$ cat config.mk
export PLATFORM = sky130hd
export DESIGN_NAME = graph_degree_triangle_signature
export DESIGN_NICKNAME = d
export VERILOG_FILES = /design/src/gds_pkg.sv /design/src/gds_degree.sv /design/src/gds_sort.sv /design/src/gds_tri.sv /design/src/graph_degree_triangle_signature.sv
export SDC_FILE = /design/constraint.sdc
export NUM_CORES = 1
export LEC_CHECK = 0
export BUFFER_PORTS_ARGS = -buffer_cell sky130_fd_sc_hd__clkbuf_2
export CAP_MARGIN = 20
export CORE_MARGIN = 5
export CORE_UTILIZATION = 44
export CTS_BUF_LIST = sky130_fd_sc_hd__clkbuf_16
export CTS_CLUSTER_SIZE = 25
export DETAILED_ROUTE_END_ITERATION = 6
export GPL_TIMING_DRIVEN = 0
export SKIP_LAST_GASP = 1
export SYNTH_ARGS = -nofsm -noshare
export SYNTH_HDL_FRONTEND = slang
export SYNTH_SLANG_ARGS = --single-unit
$ cat constraint.sdc
create_clock -name clk -period 9.5 [get_ports clk]
set_input_delay 0.95 -clock clk [delete_from_list [all_inputs] [get_ports clk]]
set_output_delay 0.95 -clock clk [all_outputs]
set_load 0.005 [all_outputs]
$ cat src/gds_pkg.sv
`timescale 1ns / 1ps
// ----------------------------------------------------------------------------
// gds_pkg
// Shared widths, types and edge indexing for the 9-node graph signature.
// ----------------------------------------------------------------------------
package gds_pkg;

  localparam int NodeCount    = 9;
  localparam int EdgeBits     = NodeCount * (NodeCount - 1) / 2;
  localparam int EdgeIdxW     = $clog2(EdgeBits);
  localparam int DegW         = 4;
  localparam int PairsPerNode = (NodeCount - 1) * (NodeCount - 2) / 2;
  localparam int PairIdxW     = $clog2(PairsPerNode);
  localparam int TriW         = $clog2(PairsPerNode + 1);
  localparam int TriWordW     = DegW * NodeCount + 1;

  typedef logic [NodeCount-1:0][DegW-1:0] deg_vec_t;
  typedef logic [NodeCount-1:0][TriW-1:0] tri_cnt_t;

  // Bit position of the edge between two distinct nodes, in either order.
  function automatic logic [EdgeIdxW-1:0] edge_idx(input int a, input int b);
    int lo;
    int hi;
    lo = (a < b) ? a : b;
    hi = (a < b) ? b : a;
    return EdgeIdxW'(((hi * (hi - 1)) >> 1) + lo);
  endfunction

endpackage

$ cat src/gds_degree.sv
`timescale 1ns / 1ps
// ----------------------------------------------------------------------------
// gds_degree
// Per-node degree count from the edge mask.
// ----------------------------------------------------------------------------
module gds_degree (
  input  logic [gds_pkg::EdgeBits-1:0] mask,
  output gds_pkg::deg_vec_t            deg
);

  always_comb begin
    logic [gds_pkg::NodeCount-1:0] nbr;
    deg = '0;
    for (int i = 0; i < gds_pkg::NodeCount; i++) begin
      nbr = '0;
      for (int j = 0; j < gds_pkg::NodeCount; j++) begin
        if (j != i) begin
          nbr[j] = mask[gds_pkg::edge_idx(i, j)];
        end
      end
      deg[i] = gds_pkg::DegW'($countones(nbr));
    end
  end

endmodule

$ cat src/gds_sort.sv
`timescale 1ns / 1ps
// ----------------------------------------------------------------------------
// gds_sort
// Descending sort of the node degrees by parallel rank and scatter.
// ----------------------------------------------------------------------------
module gds_sort (
  input  gds_pkg::deg_vec_t deg,
  output gds_pkg::deg_vec_t sorted
);

  always_comb begin
    logic [gds_pkg::NodeCount-1:0] ahead;
    logic [gds_pkg::DegW-1:0]      rank;
    sorted = '0;
    for (int i = 0; i < gds_pkg::NodeCount; i++) begin
      // break ties by node index so ranks form a permutation
      for (int j = 0; j < gds_pkg::NodeCount; j++) begin
        ahead[j] = (deg[j] > deg[i]) || ((deg[j] == deg[i]) && (j < i));
      end
      rank = gds_pkg::DegW'($countones(ahead));
      for (int p = 0; p < gds_pkg::NodeCount; p++) begin
        if (rank == gds_pkg::DegW'(p)) begin
          sorted[p] = sorted[p] | deg[i];
        end
      end
    end
  end

endmodule

$ cat src/gds_tri.sv
`timescale 1ns / 1ps
// ----------------------------------------------------------------------------
// gds_tri
// Per-node triangle membership count, folded into a nibble-weighted word.
// ----------------------------------------------------------------------------
module gds_tri (
  input  logic [gds_pkg::EdgeBits-1:0] mask,
  output logic [gds_pkg::TriWordW-1:0] word
);

  gds_pkg::tri_cnt_t cnt;

  always_comb begin
    logic [gds_pkg::PairsPerNode-1:0] hit;
    logic [gds_pkg::PairIdxW-1:0]     n;
    cnt = '0;
    for (int i = 0; i < gds_pkg::NodeCount; i++) begin
      hit = '0;
      n   = '0;
      for (int j = 0; j < gds_pkg::NodeCount; j++) begin
        for (int k = j + 1; k < gds_pkg::NodeCount; k++) begin
          if (j != i && k != i) begin
            hit[n] = mask[gds_pkg::edge_idx(i, j)] & mask[gds_pkg::edge_idx(i, k)] &
                     mask[gds_pkg::edge_idx(j, k)];
            n = n + 1'b1;
          end
        end
      end
      cnt[i] = gds_pkg::TriW'($countones(hit));
    end
  end

  // Low nibbles sit side by side; only the top count bit spills over.
  always_comb begin
    logic [gds_pkg::TriWordW-1:0] lo;
    logic [gds_pkg::TriWordW-1:0] hi;
    lo = '0;
    hi = '0;
    for (int i = 0; i < gds_pkg::NodeCount; i++) begin
      lo[gds_pkg::DegW*i +: gds_pkg::DegW] = cnt[i][gds_pkg::DegW-1:0];
      hi[gds_pkg::DegW*i + gds_pkg::DegW]  = cnt[i][gds_pkg::TriW-1];
    end
    word = lo + hi;
  end

endmodule

$ cat src/graph_degree_triangle_signature.sv
`timescale 1ns / 1ps
// ----------------------------------------------------------------------------
// graph_degree_triangle_signature
// Pipeline: an accepted edge mask is captured in the input register, then
//   the degree, sort and triangle logic feed the result register.
// Throughput: one edge mask per cycle, set by the single logic stage, while
//   the output is not stalled by sig_ready low with a signature waiting.
// Reset: rst clears both valid flags; payload registers are not reset.
// ----------------------------------------------------------------------------
module graph_degree_triangle_signature (
  input  logic                         clk,
  input  logic                         rst,
  input  logic                         edge_valid,
  output logic                         edge_ready,
  input  logic [gds_pkg::EdgeBits-1:0] edge_mask,
  output logic                         sig_valid,
  input  logic                         sig_ready,
  output logic [gds_pkg::EdgeBits-1:0] degree_vector,
  output logic [gds_pkg::EdgeBits-1:0] sorted_degrees,
  output logic [gds_pkg::TriWordW-1:0] triangle_word
);

  logic                         s1_valid;
  logic [gds_pkg::EdgeBits-1:0] s1_mask;
  logic                         s1_advance;
  gds_pkg::deg_vec_t            deg;
  gds_pkg::deg_vec_t            srt;
  logic [gds_pkg::TriWordW-1:0] tri_word;

  assign s1_advance = !sig_valid || sig_ready;
  assign edge_ready = !s1_valid || s1_advance;

  gds_degree u_degree (
    .mask (s1_mask),
    .deg  (deg)
  );

  gds_sort u_sort (
    .deg    (deg),
    .sorted (srt)
  );

  gds_tri u_tri (
    .mask (s1_mask),
    .word (tri_word)
  );

  always_ff @(posedge clk) begin
    if (rst) begin
      s1_valid  <= 1'b0;
      sig_valid <= 1'b0;
    end else begin
      if (edge_ready) begin
        s1_valid <= edge_valid;
      end
      if (s1_advance) begin
        sig_valid <= s1_valid;
      end
    end
  end

  always_ff @(posedge clk) begin
    if (edge_ready && edge_valid) begin
      s1_mask <= edge_mask;
    end
    if (s1_advance && s1_valid) begin
      degree_vector  <= deg;
      sorted_degrees <= srt;
      triangle_word  <= tri_word;
    end
  end

  a_s1_fill: assert property (@(posedge clk) disable iff (rst)
    edge_valid && edge_ready |=> s1_valid)
    else $error("accepted edge mask not held in input stage");

  a_s1_hold: assert property (@(posedge clk) disable iff (rst)
    s1_valid && !s1_advance |=> s1_valid && $stable(s1_mask))
    else $error("input stage lost its item while blocked");

  a_sorted_top: assert property (@(posedge clk) disable iff (rst)
    sig_valid |-> sorted_degrees[gds_pkg::DegW-1:0] >= degree_vector[gds_pkg::DegW-1:0])
    else $error("largest sorted degree below node 0 degree");

  a_empty: assert property (@(posedge clk) disable iff (rst)
    sig_valid && degree_vector == '0 |-> sorted_degrees == '0 && triangle_word == '0)
    else $error("empty graph gave nonzero signature");

endmodule
==> results.cfg <==
[cts]
ctsResizeCount = 0
clk-insertion-delay-late_ps = 500
htree_levels = 4
post-cts-setup-buffers = 0
path_clk_slew_ps = 70
cts.sinks = 147
cts_tree = yes
numCtsBuffers = 17
cts.hold.buffers_added = 0
clockBufferDepth = 2
clk_root_buffer_cell = clkbuf_16

[synth]
yosys_warnings = 0
synth_top_area_share_pct = 23.52
avgSynthCellArea_sq_um = 9.721
netlist_instances = 2294
yosys-top-cells-count = 438 x inv_1, 369 x ha_1, 262 x fa_1
yosysUniqueCellTypes = 63
ys_ff_latch = 147
synth_edf_count = 145
synth_area_sq_um = 22300
ys.flop_type = edfxtp_1
ys_seq_area_share_pct = 19.71
yosys.area.top_type = fa_1
yosysMostFrequentCell = inv_1
synthArstFlopShare_pct = 0
synth.top_cells.by_area = fa_1 24%, ha_1 21%, edfxtp_1 20%
synth_fp_nets = 2965

[sta]
final_hold_viol_count = 0
maxSlewViolCount = 0
setup_viol = 0
finalCriticalPeriod_ps = 9040
slew_headroom_pct = 20.90
fin_crit_sh_pct = 95.15
fmax_ghz = 0.1106
skew_ps = 28.90
worst_pin_slew_ps = 1185
rsz0062_at_grt = no
tns_ps = 0

[critical_path]
crit_path_start_kind = flip-flop
path_buf_inv = 8
worst_ep_required_time_ps = 9720
critPathKind = reg -> reg
crit_slowest_cell = clkbuf_1
cp.arrival_ps = 9260
end_kind = flip-flop
worstPathMaxFanout = 10
path_delay_family = adder cells
critPathMaxStageDelay_ps = 800

[drt]
wl_per_cell_um = 26.39
wl_mm = 83.45
drc = 0
vias = 18678
first_pass_iters = 6
ant_nets = 0
drtIter0Drc = 1922
vias_per_cell = 5.907

[finish]
n_fill_cell = 4710
final_nets = 3148
diodes = 0
syn_to_final_growth_pct = 10.81
drive_above_1_share_pct = 8.916
final_util_pct = 49.25

[worst_hold_path]
hp-class = reg -> reg

[placement]
port_buffers = 150
hpwl_mm = 65.54
globalplace.congestion = 0.9924

[floorplanning]
rows = 82
die_x_um = 235.1
start_util_pct = 44.45
die-area_sq_um = 55280
pin_count = 151
die-height_um = 235.1
coreArea_sq_um = 50170

[global_route]
grt_pass1_vias = 19106
grt_overflow_total = 0
grt_antenna_before_repair = 1
grt_usage_pct = 29.81
grt_start_max_net_pins = 39
grt_pass1_wl_mm = 122.8

[run_status]
status = complete, no violations

[job]
max_cap_violations = 0
cell type report:
cell class / instances / area, sq um / area share (%)
buffer: 61 / 230.2 / 0.9317
clock buffer: 17 / 425.4 / 1.722
clock inverter: 15 / 168.9 / 0.6836
inverter: 451 / 1693 / 6.851
multi-input combinational: 1635 / 16010 / 64.78
sequential: 147 / 4394 / 17.78
tap: 672 / 840.8 / 3.403
timing repair buffer: 164 / 950.9 / 3.848
worst paths after layout:
| kind | slack (ps) | depth (start not counted) | to | start |
|---|---|---|---|---|
| hold reg to reg | 540 | 2 | sig_valid$_SDFFE_PP0P_ | s1_valid$_SDFFE_PP0N_ |
| setup / recovery | 460 | 26 | sorted_degrees[12]$_DFFE_PP_ | s1_mask[14]$_DFFE_PP_ |
| setup reg to reg | 460 | 26 | sorted_degrees[12]$_DFFE_PP_ | s1_mask[14]$_DFFE_PP_ |
| hold / removal | 540 | 2 | sig_valid$_SDFFE_PP0P_ | s1_valid$_SDFFE_PP0N_ |
layer usage:
layer	vias up	routed length [um]	global-route usage, %
li1	8225	-	-
met1	9259	37800	43.35
met2	1002	33980	42.01
met3	192	8576	9.126
met4	0	3087	10.65
met5	-	0	0
layout by cell type (no fill, tap or decap), types with 12 or more instances in the layout:
master and n:
clkbuf_16 17, o22ai_1 99, a41o_1 16, edfxtp_1 145, clkbuf_1 60, a21oi_1 61, xnor2_1 41, nand2_1 128
o221ai_1 13, nor3_1 22, nor2_1 57, fa_1 262, nor4_1 15, and3_1 150, nand3_1 68, a21o_1 19
ha_1 369, nor2b_1 52, o21ai_0 54, nand2b_1 37, nand4_1 16, clkbuf_2 150, inv_1 439, and2_1 24
a41oi_1 12, xor2_1 30
tightest hold or removal path, delay by kind of cell (launching register included):
kind | cells | cell delay [ps]
flops | 1 | 350
simple gates | 2 | 150
per-stage QoR:
step,instance area (sq um),cells,setup WS (ps),hold slack (ps)
floorplan,22300,2294,2246,477.8
finish,24710,3162,460.3,535.5
global placement,23890,3116,130.6,503.4
CTS,24700,3161,663.2,538.6
detailed placement,24110,3129,679.7,526.0
global route,24710,3162,310.6,581.7
sequential cells by signal, indices dropped and copies added, names as in the netlist:
signal,flops
s1_mask,36
sorted_degrees,36
s1_valid,1
sig_valid,1
triangle_word,37
degree_vector,36
kinds of logic after synthesis:
family                     after synthesis  synth area share (%)
buffers and inverters                  512                 8.624
DFF                                    147                 19.71
adders and majority gates              636                 44.45
and+or+nand+nor                        596                 14.35
AOI/OAI and AO/OA                      329                 9.932
xor gates and xnor gates                74                 2.940
Power is not shown: default switching activity piles up to over one toggle a cycle in this logic, so the estimate is an artifact.
